File: src/rtl/vcdv_pkg.sv
// ----------------------------------------------------------------------------
// vcdv_pkg
// Shared types and constants of the identification number check block.
// ----------------------------------------------------------------------------
`default_nettype none

package vcdv_pkg;

  localparam int unsigned VinLen = 17;
  localparam int unsigned PosSat = 18;

  typedef enum logic [2:0] {
    STATUS_OK        = 3'd0,
    STATUS_SHORT     = 3'd1,
    STATUS_LONG      = 3'd2,
    STATUS_IOQ       = 3'd3,
    STATUS_NON_ALNUM = 3'd4
  } status_e;

  // Per-identifier summary handed from the accumulator to the verdict stage
  typedef struct packed {
    status_e     status;
    logic [4:0]  bad_pos;
    logic [7:0]  bad_char;
    logic [9:0]  sum;
    logic [7:0]  check_char;
    logic [7:0]  year_char;
  } fin_t;

endpackage

`default_nettype wire

File: src/rtl/vin_check_digit_validator.sv
// ----------------------------------------------------------------------------
// vin_check_digit_validator
// Streams in one identifier character per beat; on the last character gives
// one verdict beat with length/character status, check digit and model year.
// ----------------------------------------------------------------------------
// Usage:
//   s_axis: one character per beat in tdata, tlast on the final character.
//   m_axis: one verdict beat per identifier; no beat for other characters.
//   Characters may follow each other every cycle while s_axis_tready is high; one beat per cycle in.
//   Path: input register -> accumulator (summary register) -> verdict
//   (output register). A verdict reaches m_axis once its last character
//   has passed the input register, then the summary register, then the
//   output register.
//   Throughput is one character per cycle while s_axis_tready is high, set
//   by the weight-and-add update of the running sum.
//   When m_axis stalls, the output register holds its beat; the accumulator
//   and input register still take characters that give no verdict,
//   and s_axis_tready drops only when a last character must wait.
//   Reset clears all valid flags and the per-identifier state, so the next
//   character accepted is position one.
// ----------------------------------------------------------------------------
`default_nettype none

module vin_check_digit_validator (
  input  wire logic        clk_i,
  input  wire logic        rst_ni,
  input  wire logic        s_axis_tvalid,
  output logic             s_axis_tready,
  input  wire logic [7:0]  s_axis_tdata,  // [7:0] char_code
  input  wire logic        s_axis_tlast,  // last_char
  output logic             m_axis_tvalid,
  input  wire logic        m_axis_tready,
  // [2:0] status, [7:3] bad_position, [15:8] bad_char, [16] check_ok,
  // [24:17] expected_check, [32:25] actual_check, [43:33] model_year
  output logic [47:0]      m_axis_tdata
);

  logic           in_valid_q;
  logic [7:0]     in_char_q;
  logic           in_last_q;
  logic           acc_ready;
  logic           fin_valid;
  logic           fin_ready;
  vcdv_pkg::fin_t fin;

  assign s_axis_tready = !in_valid_q || acc_ready;

  always_ff @(posedge clk_i or negedge rst_ni) begin
    if (!rst_ni) begin
      in_valid_q <= 1'b0;
    end else if (s_axis_tready) begin
      in_valid_q <= s_axis_tvalid;
    end
  end

  always_ff @(posedge clk_i) begin
    if (s_axis_tready && s_axis_tvalid) begin
      in_char_q <= s_axis_tdata;
      in_last_q <= s_axis_tlast;
    end
  end

  vcdv_accum u_accum (
    .clk_i       (clk_i),
    .rst_ni      (rst_ni),
    .in_valid_i  (in_valid_q),
    .in_char_i   (in_char_q),
    .in_last_i   (in_last_q),
    .in_ready_o  (acc_ready),
    .fin_valid_o (fin_valid),
    .fin_o       (fin),
    .fin_ready_i (fin_ready)
  );

  vcdv_verdict u_verdict (
    .clk_i       (clk_i),
    .rst_ni      (rst_ni),
    .fin_valid_i (fin_valid),
    .fin_i       (fin),
    .fin_ready_o (fin_ready),
    .out_valid_o (m_axis_tvalid),
    .out_data_o  (m_axis_tdata),
    .out_ready_i (m_axis_tready)
  );

endmodule

`default_nettype wire

File: src/rtl/vcdv_accum.sv
// ----------------------------------------------------------------------------
// vcdv_accum
// Per-character state: position, weighted sum, first error, captured check
// and year characters. Emits one summary record on the last character.
// ----------------------------------------------------------------------------
`default_nettype none

module vcdv_accum (
  input  wire logic          clk_i,
  input  wire logic          rst_ni,
  input  wire logic          in_valid_i,
  input  wire logic [7:0]    in_char_i,
  input  wire logic          in_last_i,
  output logic               in_ready_o,
  output logic               fin_valid_o,
  output vcdv_pkg::fin_t     fin_o,
  input  wire logic          fin_ready_i
);

  function automatic logic [3:0] translit(input logic [7:0] c);
    logic [3:0] v;
    v = 4'd0;
    if (c >= "0" && c <= "9")      v = 4'(c - "0");
    else if (c >= "A" && c <= "H") v = 4'(c - "A" + 8'd1);
    else if (c == "J")             v = 4'd1;
    else if (c == "K")             v = 4'd2;
    else if (c >= "L" && c <= "N") v = 4'(c - "L" + 8'd3);
    else if (c == "P")             v = 4'd7;
    else if (c == "R")             v = 4'd9;
    else if (c >= "S" && c <= "Z") v = 4'(c - "S" + 8'd2);
    return v;
  endfunction

  function automatic logic [3:0] weight(input logic [4:0] idx);
    logic [3:0] w;
    unique case (idx)
      5'd0:    w = 4'd8;
      5'd1:    w = 4'd7;
      5'd2:    w = 4'd6;
      5'd3:    w = 4'd5;
      5'd4:    w = 4'd4;
      5'd5:    w = 4'd3;
      5'd6:    w = 4'd2;
      5'd7:    w = 4'd10;
      5'd8:    w = 4'd0;
      5'd9:    w = 4'd9;
      5'd10:   w = 4'd8;
      5'd11:   w = 4'd7;
      5'd12:   w = 4'd6;
      5'd13:   w = 4'd5;
      5'd14:   w = 4'd4;
      5'd15:   w = 4'd3;
      5'd16:   w = 4'd2;
      default: w = 4'd0;
    endcase
    return w;
  endfunction

  logic [4:0]        pos_q, pos_d;
  logic [9:0]        sum_q, sum_d;
  vcdv_pkg::status_e err_q, err_d;
  logic [4:0]        err_pos_q, err_pos_d;
  logic [7:0]        err_char_q, err_char_d;
  logic [7:0]        check_q, check_d;
  logic [7:0]        year_q, year_d;
  logic              fin_valid_q;
  vcdv_pkg::fin_t    fin_q, fin_d;

  logic [7:0] c_up;
  logic       alnum, ioq, in_range, advance;
  logic [7:0] prod;

  assign in_ready_o  = !in_last_i || !fin_valid_q || fin_ready_i;
  assign advance     = in_valid_i && in_ready_o;
  assign fin_valid_o = fin_valid_q;
  assign fin_o       = fin_q;

  always_comb begin
    c_up     = (in_char_i >= "a" && in_char_i <= "z") ? in_char_i - 8'd32 : in_char_i;
    alnum    = (c_up >= "0" && c_up <= "9") || (c_up >= "A" && c_up <= "Z");
    ioq      = (c_up == "I") || (c_up == "O") || (c_up == "Q");
    pos_d    = (pos_q < 5'(vcdv_pkg::PosSat)) ? pos_q + 5'd1 : pos_q;
    in_range = pos_d <= 5'(vcdv_pkg::VinLen);
    prod     = translit(c_up) * weight(pos_d - 5'd1);

    err_d      = err_q;
    err_pos_d  = err_pos_q;
    err_char_d = err_char_q;
    sum_d      = sum_q;
    check_d    = check_q;
    year_d     = year_q;
    if (in_range) begin
      if (err_q == vcdv_pkg::STATUS_OK && (ioq || !alnum)) begin
        err_d      = ioq ? vcdv_pkg::STATUS_IOQ : vcdv_pkg::STATUS_NON_ALNUM;
        err_pos_d  = pos_d;
        err_char_d = c_up;
      end
      if (alnum) sum_d = sum_q + 10'(prod);
      if (pos_d == 5'd9)  check_d = c_up;
      if (pos_d == 5'd10) year_d  = c_up;
    end

    fin_d            = '0;
    fin_d.sum        = sum_d;
    fin_d.check_char = check_d;
    fin_d.year_char  = year_d;
    priority if (pos_d < 5'(vcdv_pkg::VinLen)) begin
      fin_d.status = vcdv_pkg::STATUS_SHORT;
    end else if (pos_d > 5'(vcdv_pkg::VinLen)) begin
      fin_d.status = vcdv_pkg::STATUS_LONG;
    end else begin
      fin_d.status = err_d;
      if (err_d != vcdv_pkg::STATUS_OK) begin
        fin_d.bad_pos  = err_pos_d;
        fin_d.bad_char = err_char_d;
      end
    end
  end

  always_ff @(posedge clk_i or negedge rst_ni) begin
    if (!rst_ni) begin
      pos_q      <= '0;
      sum_q      <= '0;
      err_q      <= vcdv_pkg::STATUS_OK;
      err_pos_q  <= '0;
      err_char_q <= '0;
      check_q    <= '0;
      year_q     <= '0;
    end else if (advance) begin
      if (in_last_i) begin
        // verdict given: back to a clean slate for the next identifier
        pos_q      <= '0;
        sum_q      <= '0;
        err_q      <= vcdv_pkg::STATUS_OK;
        err_pos_q  <= '0;
        err_char_q <= '0;
        check_q    <= '0;
        year_q     <= '0;
      end else begin
        pos_q      <= pos_d;
        sum_q      <= sum_d;
        err_q      <= err_d;
        err_pos_q  <= err_pos_d;
        err_char_q <= err_char_d;
        check_q    <= check_d;
        year_q     <= year_d;
      end
    end
  end

  always_ff @(posedge clk_i or negedge rst_ni) begin
    if (!rst_ni) begin
      fin_valid_q <= 1'b0;
    end else if (advance && in_last_i) begin
      fin_valid_q <= 1'b1;
    end else if (fin_ready_i) begin
      fin_valid_q <= 1'b0;
    end
  end

  always_ff @(posedge clk_i) begin
    if (advance && in_last_i) fin_q <= fin_d;
  end

endmodule

`default_nettype wire

File: src/rtl/vcdv_verdict.sv
// ----------------------------------------------------------------------------
// vcdv_verdict
// Turns a summary record into the result beat: sum mod 11, check compare and
// model year lookup for OK status. Holds the result in the output register.
// ----------------------------------------------------------------------------
`default_nettype none

module vcdv_verdict (
  input  wire logic           clk_i,
  input  wire logic           rst_ni,
  input  wire logic           fin_valid_i,
  input  vcdv_pkg::fin_t      fin_i,
  output logic                fin_ready_o,
  output logic                out_valid_o,
  output logic [47:0]         out_data_o,
  input  wire logic           out_ready_i
);

  function automatic logic [10:0] year_of(input logic [7:0] c);
    logic [10:0] y;
    y = 11'd0;
    if (c >= "A" && c <= "H")      y = 11'd2010 + 11'(c - "A");
    else if (c >= "J" && c <= "N") y = 11'd2018 + 11'(c - "J");
    else if (c == "P")             y = 11'd2023;
    else if (c == "R")             y = 11'd2024;
    else if (c == "S" || c == "T") y = 11'd1995 + 11'(c - "S");
    else if (c >= "V" && c <= "Y") y = 11'd1997 + 11'(c - "V");
    else if (c >= "1" && c <= "9") y = 11'd2001 + 11'(c - "1");
    return y;
  endfunction

  logic        out_valid_q;
  logic [47:0] out_data_q, out_data_d;

  logic [18:0] recip;
  logic [6:0]  quot;
  logic [9:0]  q11;
  logic [4:0]  rem_raw;
  logic [3:0]  rem;
  logic [7:0]  exp_c, act_c;
  logic        ok;
  logic [10:0] year;
  logic        is_ok;

  assign fin_ready_o = !out_valid_q || out_ready_i;
  assign out_valid_o = out_valid_q;
  assign out_data_o  = out_data_q;

  always_comb begin
    // floor(s*372/4096) is floor(s/11) or one less for s < 1024
    recip   = 19'(fin_i.sum) * 19'd372;
    quot    = recip[18:12];
    q11     = {quot, 3'b000} + {1'b0, quot, 2'b00} - {3'b000, quot};
    rem_raw = 5'(fin_i.sum - q11);
    rem     = (rem_raw >= 5'd11) ? 4'(rem_raw - 5'd11) : rem_raw[3:0];
    is_ok   = fin_i.status == vcdv_pkg::STATUS_OK;
    exp_c   = '0;
    act_c   = '0;
    ok      = 1'b0;
    year    = '0;
    if (is_ok) begin
      exp_c = (rem == 4'd10) ? "X" : 8'h30 + 8'(rem);
      act_c = fin_i.check_char;
      ok    = act_c == exp_c;
      year  = year_of(fin_i.year_char);
    end
    out_data_d = {4'b0000, year, act_c, exp_c, ok, fin_i.bad_char, fin_i.bad_pos,
                  fin_i.status};
  end

  always_ff @(posedge clk_i or negedge rst_ni) begin
    if (!rst_ni) begin
      out_valid_q <= 1'b0;
    end else if (fin_ready_o) begin
      out_valid_q <= fin_valid_i;
    end
  end

  always_ff @(posedge clk_i) begin
    if (fin_ready_o && fin_valid_i) out_data_q <= out_data_d;
  end

endmodule

`default_nettype wire
File: config.mk
export PLATFORM = sky130hd
export DESIGN_NAME = vin_check_digit_validator
export DESIGN_NICKNAME = d
export VERILOG_FILES = /design/src/rtl/vcdv_pkg.sv /design/src/rtl/vin_check_digit_validator.sv /design/src/rtl/vcdv_accum.sv /design/src/rtl/vcdv_verdict.sv
export SDC_FILE = /design/constraint.sdc
export NUM_CORES = 1
export LEC_CHECK = 0
export BUFFER_PORTS_ARGS = -buffer_cell sky130_fd_sc_hd__buf_2
export CAP_MARGIN = 20
export CORE_ASPECT_RATIO = 0.8
export CORE_MARGIN = 4
export CORE_UTILIZATION = 56
export DETAILED_ROUTE_END_ITERATION = 10
export PLACE_DENSITY = 0.77
export SYNTH_ARGS = -nofsm -noshare
export SYNTH_HDL_FRONTEND = slang
export SYNTH_SLANG_ARGS = --single-unit
File: constraint.sdc
create_clock -name clk_i -period 7.1 [get_ports clk_i]
set_input_delay 2.13 -clock clk_i [delete_from_list [all_inputs] [get_ports clk_i]]
set_output_delay 2.13 -clock clk_i [all_outputs]
set_load 0.01 [all_outputs]
# Word level (Yosys, flattened, before mapping)

Memories as Yosys holds them, arrays and structs flattened.
Index checks and enable logic that the tools add are counted.

Flip-flop bits (word level): 145
Latch bits: 0
RAM bits: 0
Bits in read-only memories: 128
Word-level logic and storage cells: 166
Memories kept: 1

Memory list:

| name            | depth | width | read ports | clocked after Yosys merged registers in | write ports | line             | RTL |
|---|---|---|---|---|---|---|---|
| (no name shown) | 32    | 4     | 1          | 0                                       | 0           | vcdv_accum.sv:36 | `unique case (idx)` |

$add $sub $neg: 26
$mul: 2
Divide/modulo/power cells: 0
Magnitude comparators: 23
Equal/unequal tests: 15
Shift operators: 0
Muxes and demuxes: 42
Bitwise gates (word level): 1
Reductions and logical operators: 35

Operators with widths:

| operator                                                              | count |
|---|---|
| 8-bit by 7-bit == test with 1-bit output, second input constant       | 11 |
| 8-bit two-way mux                                                     | 11 |
| 11-bit two-way mux                                                    | 7 |
| 8-bit by 7-bit >= comparator with 1-bit output, second input constant | 7 |
| 8-bit by 7-bit <= comparator with 1-bit output, second input constant | 7 |
| 11-bit adder, first input constant                                    | 5 |
| 4-bit two-way mux                                                     | 9 |
| 8-bit by 7-bit subtractor with 9-bit output, second input constant    | 4 |
| 10-bit two-way mux                                                    | 3 |
| 5-bit two-way mux                                                     | 5 |
| 8-bit by 6-bit >= comparator with 1-bit output, second input constant | 2 |
| 8-bit by 6-bit <= comparator with 1-bit output, second input constant | 2 |
| 1-bit logical AND                                                     | 15 |
| 10-bit by 7-bit multiplier with 15-bit output, second input constant  | 1 |
| 3-bit two-way mux                                                     | 4 |
| 10-bit by 8-bit adder with 10-bit output                              | 1 |
| 5-bit by 4-bit == test with 1-bit output, second input constant       | 2 |
| 5-bit less-than comparator, second input constant                     | 2 |
| 5-bit subtractor                                                      | 2 |
| 1-bit logical OR                                                      | 9 |
| 8-bit by 6-bit subtractor with 9-bit output, second input constant    | 1 |
| 4-bit by 2-bit adder with 4-bit output, second input constant         | 2 |
| 8-bit == test                                                         | 1 |
| 4-bit by 4-bit multiplier with 8-bit output                           | 1 |
| other kinds (22)                                                      | 30 |

# Depth between registers and ports, before layout

Gate-level depths: netlist of run 1.

Word-level depth: 18
Depth in mapped cells: 28

# Modules after synthesis

Synthesis of run 1 repeated with hierarchy kept, for this count alone.

Cell total of the unflattened synthesis: 1,082
Area, all modules: 10,585.2 µm²

By module, submodules not included:

| module                    | times used | cells each | area an instance (µm²) | sequential area each (µm²) |
|---|---|---|---|---|
| vcdv_accum                | 1          | 540        | 5,487.8                | 2,462.4 |
| vcdv_verdict              | 1          | 529        | 4,773.3                | 1,286.2 |
| vin_check_digit_validator | 1          | 13         | 324.1                  | 295.3 |

# Worst setup path after synthesis of run 1

Ideal clock, no wire load.

Path kind: register -> register
Start point: reg u_accum.fin_q, in the netlist u_accum.fin_o[20]
End point: reg u_verdict.out_data_q[16], in the netlist u_verdict.out_data_o[16] (data pin)
Library setup time: 257 ps
Data arrival time: 6,796 ps
Required time: 6,843 ps
Path slack: 47 ps
Stages on the path, launching flop included: 29
Path through: edfxtp_1 ha_1 inv_1 fa_1 inv_1 fa_1 inv_1 fa_1 inv_1 ha_1 a211oi_1 nor2_1 a211oi_2 nor2b_1 nor2_1 inv_1 fa_1 inv_1 fa_1 inv_1 ha_1 a21oi_1 xnor2_1 xnor2_1 o31a_1 a2bb2oi_2 mux2i_1 a22o_1 o2111a_1

Cells in the longest elaborated chain, start to end: 9
Elaborated cells between the ends (all ways): 11
Those cells by class: add/sub: 5; mul: 1; order compare: 1; eq/ne: 2; mux: 2

Ends and longest elaborated chain:

| what                                                                                      | line               | RTL |
|---|---|---|
| start: declaration                                                                        | vcdv_accum.sv:67   | `vcdv_pkg::fin_t fin_q, fin_d;` |
| start signal: assignment                                                                  | vcdv_accum.sv:162  | `if (advance && in_last_i) fin_q <= fin_d;` |
| 10-bit by 7-bit multiplier with 15-bit output                                             | vcdv_verdict.sv:51 | `recip = 19'(fin_i.sum) * 19'd372;` |
| 5-bit adder                                                                               | vcdv_verdict.sv:53 | `q11 = {quot, 3'b000} + {1'b0, quot, 2'b00} - {3'b000, quot};` |
| 5-bit subtractor                                                                          | vcdv_verdict.sv:53 |  |
| 5-bit subtractor (*)                                                                      | vcdv_verdict.sv:54 | `rem_raw = 5'(fin_i.sum - q11);` |
| 4-bit subtractor / 5-bit by 4-bit >= comparator with 1-bit output (equally long branches) | vcdv_verdict.sv:55 | `rem = (rem_raw >= 5'd11) ? 4'(rem_raw - 5'd11) : rem_raw[3:0];` |
| 4-bit two-way mux (*)                                                                     | vcdv_verdict.sv:55 |  |
| 6-bit by 4-bit adder with 7-bit output / 4-bit == test (equally long branches)            | vcdv_verdict.sv:62 | `exp_c = (rem == 4'd10) ? "X" : 8'h30 + 8'(rem);` |
| 8-bit two-way mux (*)                                                                     | vcdv_verdict.sv:62 |  |
| 8-bit == test (*)                                                                         | vcdv_verdict.sv:64 | `ok = act_c == exp_c;` |
| end signal: assignment                                                                    | vcdv_verdict.sv:80 | `if (fin_ready_o && fin_valid_i) out_data_q <= out_data_d;` |
| end: declaration                                                                          | vcdv_verdict.sv:33 | `logic [47:0] out_data_q, out_data_d;` |

Mark *: on every way between the ends. The rest lies on a longest branch, timed or not.
A chain may end at the register's enable or synchronous reset.

# Final worst setup path of run 1

Start point: reg u_accum.fin_q, in the netlist u_accum.fin_o[21]
End point: reg u_verdict.out_data_q[16], in the netlist u_verdict.out_data_o[16] (data pin)

Cells in the longest elaborated chain, start to end: 9
Elaborated cells between the ends (all ways): 11
Those cells by class: add/sub: 5; mul: 1; order compare: 1; eq/ne: 2; mux: 2

Ends and longest elaborated chain:

| what                                                                                      | line |
|---|---|
| 10-bit by 7-bit multiplier with 15-bit output (*)                                         | vcdv_verdict.sv:51 |
| 5-bit adder                                                                               | vcdv_verdict.sv:53 |
| 5-bit subtractor (*)                                                                      | vcdv_verdict.sv:53 |
| 5-bit subtractor (*)                                                                      | vcdv_verdict.sv:54 |
| 4-bit subtractor / 5-bit by 4-bit >= comparator with 1-bit output (equally long branches) | vcdv_verdict.sv:55 |
| 4-bit two-way mux (*)                                                                     | vcdv_verdict.sv:55 |
| 6-bit by 4-bit adder with 7-bit output / 4-bit == test (equally long branches)            | vcdv_verdict.sv:62 |
| 8-bit two-way mux (*)                                                                     | vcdv_verdict.sv:62 |
| 8-bit == test (*)                                                                         | vcdv_verdict.sv:64 |

Marks and branches as above.

==> results of run 1 <==
==> cells by family (layout without fill, tap and decap cells) <==
logic type      count (synthesis)  after routing  share of synthesized area [%]
simple gates                  296            296                           14.0
compound gates                266            266                           17.8
flops                         144            144                           38.7
buf+inv                       143            220                           5.73
fa+ha+maj                     115            115                           15.9
xor+xnor                       60             60                           5.12
mux                            26             26                           2.69
other cells                     1              5                         0.0356
==> path summary, 6_finish.rpt <==
kind	slack, ps	start	end
hold / removal	420	u_accum.fin_o[37]	u_verdict.out_data_o[6]
hold reg to reg	420	u_accum.fin_o[37]	u_verdict.out_data_o[6]
max in group asynchronous	4790	rst_ni	u_accum.err_char_q[6]
min in group asynchronous	1830	rst_ni	u_accum.fin_valid_o
setup / recovery	150	u_accum.fin_o[21]	u_verdict.out_data_o[16]
setup reg to reg	150	u_accum.fin_o[21]	u_verdict.out_data_o[16]
==> stage by stage <==
stage,area [um2],hold WS (ps),setup TNS (ps)
finish,11900,423,0
global route,11900,430,-226
CTS,11700,422,0
detailed placement,11100,407,-172
global placement,11100,404,0
floorplan,10500,400,0
==> registers in the layout (all words and copies together) (netlist names) <==
signal / count
in_valid_q: 1
u_accum.err_pos_q: 5
u_accum.check_q: 8
u_accum.fin_o: 42
u_accum.err_char_q: 8
u_verdict.out_data_o: 43
u_accum.sum_q: 10
u_accum.pos_q: 5
in_char_q: 8
in_last_q: 1
u_accum.err_q: 3
u_accum.fin_valid_o: 1
u_verdict.out_valid_o: 1
u_accum.year_q: 8
==> cell usage in the layout (no fill, tap or decap), drive strengths merged, types with 5 or more instances in the layout <==
cell / synthesis / final
a211oi: 13 / 13
a21boi: 14 / 14
a21o: 8 / 8
a21oi: 48 / 48
a22o: 23 / 23
a22oi: 11 / 11
a31oi: 6 / 6
and2: 22 / 22
and3: 7 / 7
buf: 24 / 92
clkbuf: 23 / 18
conb: 1 / 5
dfrtp: 50 / 50
edfxtp: 94 / 94
fa: 32 / 32
ha: 83 / 83
inv: 96 / 101
mux2: 18 / 18
mux2i: 8 / 8
nand2: 105 / 105
nand2b: 12 / 12
nand3: 20 / 20
nand4: 6 / 6
nor2: 63 / 63
nor2b: 16 / 16
nor3: 16 / 16
nor4: 6 / 6
o21a: 5 / 5
o21ai: 66 / 66
o21bai: 5 / 5
o221ai: 5 / 5
o22ai: 7 / 7
o31ai: 11 / 11
or3: 6 / 6
xnor2: 34 / 34
xor2: 25 / 25
==> Yosys cell counts, drive strengths merged (8+ instances only) <==
master / instances / area [um2]
clkbuf: 23 / 86.3
and2: 22 / 140
buf: 24 / 156
nor2b: 16 / 108
nand3: 20 / 100
xnor2: 34 / 298
fa: 32 / 641
ha: 83 / 1040
a21boi: 14 / 105
nor2: 63 / 254
a21oi: 48 / 240
nand2b: 12 / 75.1
xor2: 25 / 219
a211oi: 13 / 108
a21o: 8 / 60.1
o31ai: 11 / 106
nor3: 16 / 96.4
a22o: 23 / 201
a22oi: 11 / 87.6
mux2i: 8 / 80.1
dfrtp: 50 / 1250
nand2: 105 / 394
o21ai: 66 / 334
inv: 96 / 360
edfxtp: 94 / 2820
mux2: 18 / 203
==> cell type report <==
cell class              instances  area [um2]  share of cell area, %
flip-flops and latches        144        4070                   34.1
inverters                      96         360                   3.02
clock buffers                  18         429                   3.60
clock inverters                14         179                   1.50
repair buffers                 92         556                   4.65
multi-input cells             768        6020                   50.5
well taps                     253         317                   2.65
==> repair_timing <==
action,4_1_cts,5_1_grt
setup buffers,2,10
endpoints found under the setup margin,1,8
gates resized for setup,3,21
pin swaps,1,17
==> routing by layer <==
| metal | GRT usage (%) | vias to the layer above |
|---|---|---|
| met5 | 0 | - |
| met4 | 6.02 | 0 |
| met2 | 35.3 | 300 |
| li1 | - | 3873 |
| met3 | 4.67 | 29 |
| met1 | 33.7 | 3824 |
==> impl_metrics.json, run 1 <==
{
  "status": "complete, no violations",
  "dieHeight_um": 131,
  "setup_viol": 0,
  "relSlewSlack_pct": 44.1,
  "max_stage_delay_ps": 540,
  "core_um2": 18300,
  "hold_viol_final": 0,
  "fin_skew_ps": 10.1,
  "grt_start_max_net_pins": 51,
  "firstDrtPassIters": 5,
  "io_buffers": 57,
  "synth_cells": 1051,
  "synthesis.area_um2": 10500,
  "path_max_fanout": 3,
  "areaGrowthSynthToFinish_pct": 13.4,
  "synthDistinctLibCells": 86,
  "clockBufferDepth": 2,
  "timing.final.crit_share_pct": 98.0,
  "tightest_slew_ps": 831,
  "clkSinkCount": 144,
  "syn_avg_cell_area_um2": 10.0,
  "drt_iter0_markers": 763,
  "highest_layer": "met4",
  "place_hpwl_um": 16600,
  "async_reset_ff_share_pct": 34.7,
  "critical_path_required_ps": 7280,
  "synth_seq_cells": 144,
  "die_w_um": 161,
  "placed_cells": 1340,
  "fillCellCount": 1463,
  "dp_slack_ps": -172,
  "first_global_vias": 7630,
  "drt.antenna.violating_nets": 0,
  "num_rows": 44,
  "pin_count": 63,
  "wl_per_cell_um": 17.1,
  "grtUsageTotal_pct": 23.0,
  "h-tree-depth": 4,
  "dr_wl_met3_um": 1710,
  "grt_pass1_wl_um": 38800,
  "ys.flop_type": "edfxtp_1",
  "cts-buffers-inserted": 17,
  "cp-end-kind": "flip-flop",
  "cpLargestDelayFamily": "adder cells",
  "gp_congestion": 0.917,
  "hp-class": "flip-flop to flip-flop",
  "diodes": 0,
  "cp_common_cell": "fa_1",
  "final_layout_size_suffix_gt1_share_pct": 16.9,
  "gr-total-overflow": 0,
  "critPathArrivalTime_ps": 7130,
  "dieArea_um2": 21100,
  "cap_violations": 0,
  "cts_root_buffer": "clkbuf_16",
  "drv_slew": 0,
  "setup_ws_ps": 145,
  "drc": 0,
  "initial_core_util_pct": 57.6,
  "crit_slowest_cell": "fa_1",
  "antenna_found_initial": 0,
  "crit_buf_inv": 5,
  "synth_edf_count": 94,
  "holdPathStages": 0,
  "r2r_cells": 27,
  "dr_wl_met2_um": 10600,
  "post-route-util_pct": 65.3,
  "vias": 8026,
  "startpoint_type": "flip-flop",
  "vias_per_cell": 5.79,
  "critPathKind": "flip-flop to flip-flop",
  "wl_met1_um": 11100,
  "cts.reportedPaths.clkPinSlew_ps": 60,
  "drt_wl_total_um": 23700,
  "seq_area_frac_synth_pct": 38.7,
  "max_clock_freq_mhz": 144,
  "clkLatencyLatePin_ps": 430,
  "rsz0062_at_grt": "true",
  "cts_hold_buf": 0,
  "finalCriticalPeriod_ps": 6950,
  "layout.cells.non_filler": 1385,
  "cts_tree": "yes",
  "yosys_warnings": 0,
  "cp_num_cells": 27,
  "finalNetCount": 1247
}
Power of run 1 is left out: the tool's default activity adds up to more than one toggle a clock period on the data nets, which glitch-free logic cannot reach.
==> inputs of run 2 (changes only) <==
- SETUP_SLACK_MARGIN: not set -> 0.4
==> impl_metrics.json, run 2 (synthesis gave the netlist of run 1 again) <==
{
  "crit_slowest_cell": "fa_1",
  "drc": 0,
  "rsz0062_at_grt": "true",
  "cp-end-kind": "flip-flop",
  "diodes": 0,
  "first_global_vias": 7754,
  "timing.final.crit_share_pct": 96.6,
  "clkSinkCount": 144,
  "cts.reportedPaths.clkPinSlew_ps": 70,
  "relSlewSlack_pct": 41.1,
  "h-tree-depth": 4,
  "cts_hold_buf": 0,
  "critPathKind": "flip-flop to flip-flop",
  "drv_slew": 0,
  "vias_per_cell": 5.94,
  "io_buffers": 57,
  "largest_reg_flops": 43,
  "final_cell_mix": "nand2_1, edfxtp_1, inv_1",
  "initial_core_util_pct": 57.6,
  "hold_start": "u_accum.fin_o[38]",
  "hp-class": "flip-flop to flip-flop",
  "critPathArrivalTime_ps": 7040,
  "antenna_found_initial": 0,
  "reg2reg_from": "u_accum.fin_o[20]",
  "fin_tns_setup_ps": 0,
  "clockBufferDepth": 2,
  "grtUsageTotal_pct": 23.2,
  "cts_tree": "yes",
  "critical_path_required_ps": 7280,
  "drt_wl_total_um": 24100,
  "drt_iter0_markers": 847,
  "grt_pass1_wl_um": 39400,
  "gp_congestion": 0.925,
  "core_um2": 18300,
  "final_layout_size_suffix_gt1_share_pct": 19.0,
  "cap_violations": 0,
  "cp_common_cell": "fa_1",
  "fin_skew_ps": 15.2,
  "setup_viol": 0,
  "setup_ws_ps": 240,
  "cts_root_buffer": "clkbuf_16",
  "multi_input_comb_area_um2": 6090,
  "wl_per_cell_um": 17.3,
  "areaGrowthSynthToFinish_pct": 14.2,
  "critPathLaunch": "u_accum.fin_o[20]",
  "dp_slack_ps": 33.8,
  "tightest_slew_ps": 883,
  "finalNetCount": 1251,
  "die_w_um": 161,
  "seqCellArea_um2": 4070,
  "status": "complete, no violations",
  "place_hpwl_um": 16800,
  "r2r_slack_ps": 240,
  "fillCellCount": 1452,
  "grt_start_max_net_pins": 51,
  "vias": 8248,
  "num_rows": 44,
  "dieArea_um2": 21100,
  "clkLatencyLatePin_ps": 440,
  "path_max_fanout": 3,
  "post-route-util_pct": 65.8,
  "gr-total-overflow": 0,
  "max_clock_freq_mhz": 146,
  "firstDrtPassIters": 8,
  "finalCriticalPeriod_ps": 6860,
  "max_stage_delay_ps": 560,
  "cts-buffers-inserted": 17,
  "hold_viol_final": 0,
  "final_common_cell": "nand2_1",
  "pin_count": 63,
  "drt.antenna.violating_nets": 0,
  "startpoint_type": "flip-flop",
  "dieHeight_um": 131
}
==> run 2: cell count changes in the layout (fill, tap and decap cells not counted), sizes merged <==
cell    previous run  this run
buf               92        96
inv              101       104
bufinv             3         2
clkbuf            18        17
clkinv             4         3
==> run 2: worst max-delay path: cells and delay by family, from the launching register on <==
family                   cells  cell delay [ps]
AO/OA/AOI/OAI                7              910
XOR/XNOR                     2              290
adder cells (fa/ha/maj)      8             3350
buffers and inverters        7              680
flip-flops                   1              410
multiplexers                 1              280
AND/OR/NAND/NOR              4              670
==> run 2: layer usage <==
metal | vias up | GRT usage (%) | share of wire [%]
met5 | - | 0 | 0
met4 | 0 | 7.07 | 1.6
met3 | 34 | 4.17 | 7.7
met2 | 363 | 35.6 | 44
met1 | 3963 | 34.1 | 46
li1 | 3888 | - | -
==> run 2: area by class of cell <==
class                           instances  share of cell area (%)
Tap cell                              253                    2.63
Multi-Input combinational cell        768                    50.7
Inverter                               96                    3.00
Sequential cell                       144                    33.9
Timing Repair Buffer                   96                    4.87
Clock inverter                         15                    1.43
Clock buffer                           17                    3.54
==> run 2: metrics by stage <==
stage / instances / hold slack (ps) / instance area [um2]
2_1_floorplan: 1055 / 400 / 10600
3_3_place_gp: 1334 / 403 / 11100
3_5_place_dp: 1334 / 405 / 11100
4_1_cts: 1380 / 422 / 11800
5_1_grt: 1389 / 425 / 12000
6_report: 1389 / 417 / 12000
==> run 2: worst paths after layout <==
path,end,depth (start not counted)
worst max-delay path,u_verdict.out_data_o[16],29
worst min-delay path,u_verdict.out_data_o[7],0
worst max register to register,u_verdict.out_data_o[16],29
worst min register to register,u_verdict.out_data_o[7],0
max in group asynchronous,u_accum.check_q[3],2
min in group asynchronous,u_accum.pos_q[2],2
==> run 2: timing repair <==
action,in CTS,in global routing
setup buffers,14,8
setup endpoints to repair,7,13
pin swaps,15,19
resized for setup,8,29
Power of run 2 is left out for the same reason.
==> inputs of run 3 (changes only) <==
- CORE_UTILIZATION: 56 -> 53
- PLACE_DENSITY: 0.77 -> 0.74
==> impl_metrics.json, run 3 (synthesis gave the netlist of run 1 again) <==
{
  "status": "complete, no violations",
  "cts_tree": "yes",
  "finalCriticalPeriod_ps": 6830,
  "place_hpwl_um": 16500,
  "clockBufferDepth": 2,
  "firstDrtPassIters": 5,
  "drc": 0,
  "cap_violations": 0,
  "whs_ps": 425,
  "startpoint_type": "flip-flop",
  "critical_path_required_ps": 7280,
  "io_buffers": 57,
  "clkSinkCount": 144,
  "drt_wl_total_um": 24100,
  "relSlewSlack_pct": 40.9,
  "wl_per_cell_um": 17.3,
  "setup_ws_ps": 272,
  "antenna_found_initial": 0,
  "finalNetCount": 1254,
  "cp-end-kind": "flip-flop",
  "vias": 8073,
  "timing.final.crit_share_pct": 96.2,
  "areaGrowthSynthToFinish_pct": 15.3,
  "clkLatencyLatePin_ps": 430,
  "drv_slew": 0,
  "grtUsageTotal_pct": 21.7,
  "hp-class": "flip-flop to flip-flop",
  "cts_root_buffer": "clkbuf_16",
  "dieHeight_um": 134,
  "first_global_vias": 7390,
  "dp_slack_ps": 15.7,
  "cts_hold_buf": 0,
  "r2r_slack_ps": 270,
  "max_clock_freq_mhz": 146,
  "cts-buffers-inserted": 17,
  "h-tree-depth": 4,
  "core_um2": 19300,
  "post-route-util_pct": 63.0,
  "final_cell_mix": "nand2_1, edfxtp_1, inv_1",
  "fin_skew_ps": 9.30,
  "fin_tns_setup_ps": 0,
  "grt_start_max_net_pins": 51,
  "pin_count": 63,
  "vias_per_cell": 5.78,
  "gp_congestion": 0.925,
  "final_layout_size_suffix_gt1_share_pct": 20.4,
  "drt.antenna.violating_nets": 0,
  "num_rows": 45,
  "die_w_um": 166,
  "grt_pass1_wl_um": 38600,
  "hold_viol_final": 0,
  "tightest_slew_ps": 883,
  "path_max_fanout": 4,
  "rsz0062_at_grt": "true",
  "initial_core_util_pct": 54.7,
  "drt_iter0_markers": 885,
  "largest_reg_flops": 43,
  "setup_viol": 0,
  "dieArea_um2": 22200,
  "diodes": 0,
  "critPathKind": "flip-flop to flip-flop",
  "final_common_cell": "nand2_1",
  "cts.reportedPaths.clkPinSlew_ps": 60,
  "critPathArrivalTime_ps": 7010,
  "gr-total-overflow": 0
}
run 3: cell types whose count changed in the layout (fill, tap and decap cells not counted), sizes merged:
cell and change:
bufinv -1, inv -4, clkinvlp +1, buf +3, clkinv +3, clkbuf +1
run 3: final timing paths:
path                                    from                       end  cells after the start
setup / recovery           u_accum.fin_o[20]  u_verdict.out_data_o[16]                     26
hold / removal             u_accum.fin_o[27]   u_verdict.out_data_o[9]                      0
setup reg to reg           u_accum.fin_o[20]  u_verdict.out_data_o[16]                     26
hold reg to reg            u_accum.fin_o[27]   u_verdict.out_data_o[9]                      0
max in group asynchronous             rst_ni     u_accum.err_char_q[4]                      2
min in group asynchronous             rst_ni          u_accum.pos_q[1]                      2
run 3: critical path: stages, from the launching register on:
cell       delay [ps]
edfxtp_1          510
ha_4              290
fa_1              450
fa_1              490
inv_1              50
fa_1              510
inv_2              60
ha_4              250
o21ai_2            40
nor2_2            110
a21o_1            130
a21o_1            120
a211oi_2           60
or3_4             400
fa_1              530
inv_2              50
fa_1              550
inv_2              50
ha_4              280
a21oi_4            60
xnor2_2           140
xnor2_2           170
o31a_1            180
o31ai_2           550
o2bb2ai_4         220
nor4_2             70
o2111a_1          230
run 3: area by class of cell:
class                           count  area [um2]
Fill cell                        1514        7120
Multi-Input combinational cell    768        6200
Sequential cell                   144        4070
Timing Repair Buffer               99         619
Clock buffer                       18         429
Inverter                           96         360
Tap cell                          258         323
Clock inverter                     14         135
run 3: layer usage:
layer | share of wire, % | global-route usage, % | vias up | wire (um)
li1 | - | - | 3893 | -
met1 | 48 | 33.8 | 3836 | 11600
met2 | 44 | 31.4 | 301 | 10500
met3 | 6.8 | 4.18 | 43 | 1630
met4 | 1.6 | 5.08 | 0 | 393
met5 | 0 | 0 | - | 0
run 3: per-stage QoR:
stage,std cells,area [um2]
after floorplan,1055,10600
after CTS,1388,11800
final,1397,12100
after global routing,1397,12100
after detailed placement,1340,11100
after global placement,1340,11100
run 3: timing repair:
action / in CTS / in global routing
pin swaps: 6 / 28
resized for setup: 9 / 45
setup buffers: 16 / 8
endpoints found under the setup margin: 8 / 13
Power of run 3 is left out for the same reason.
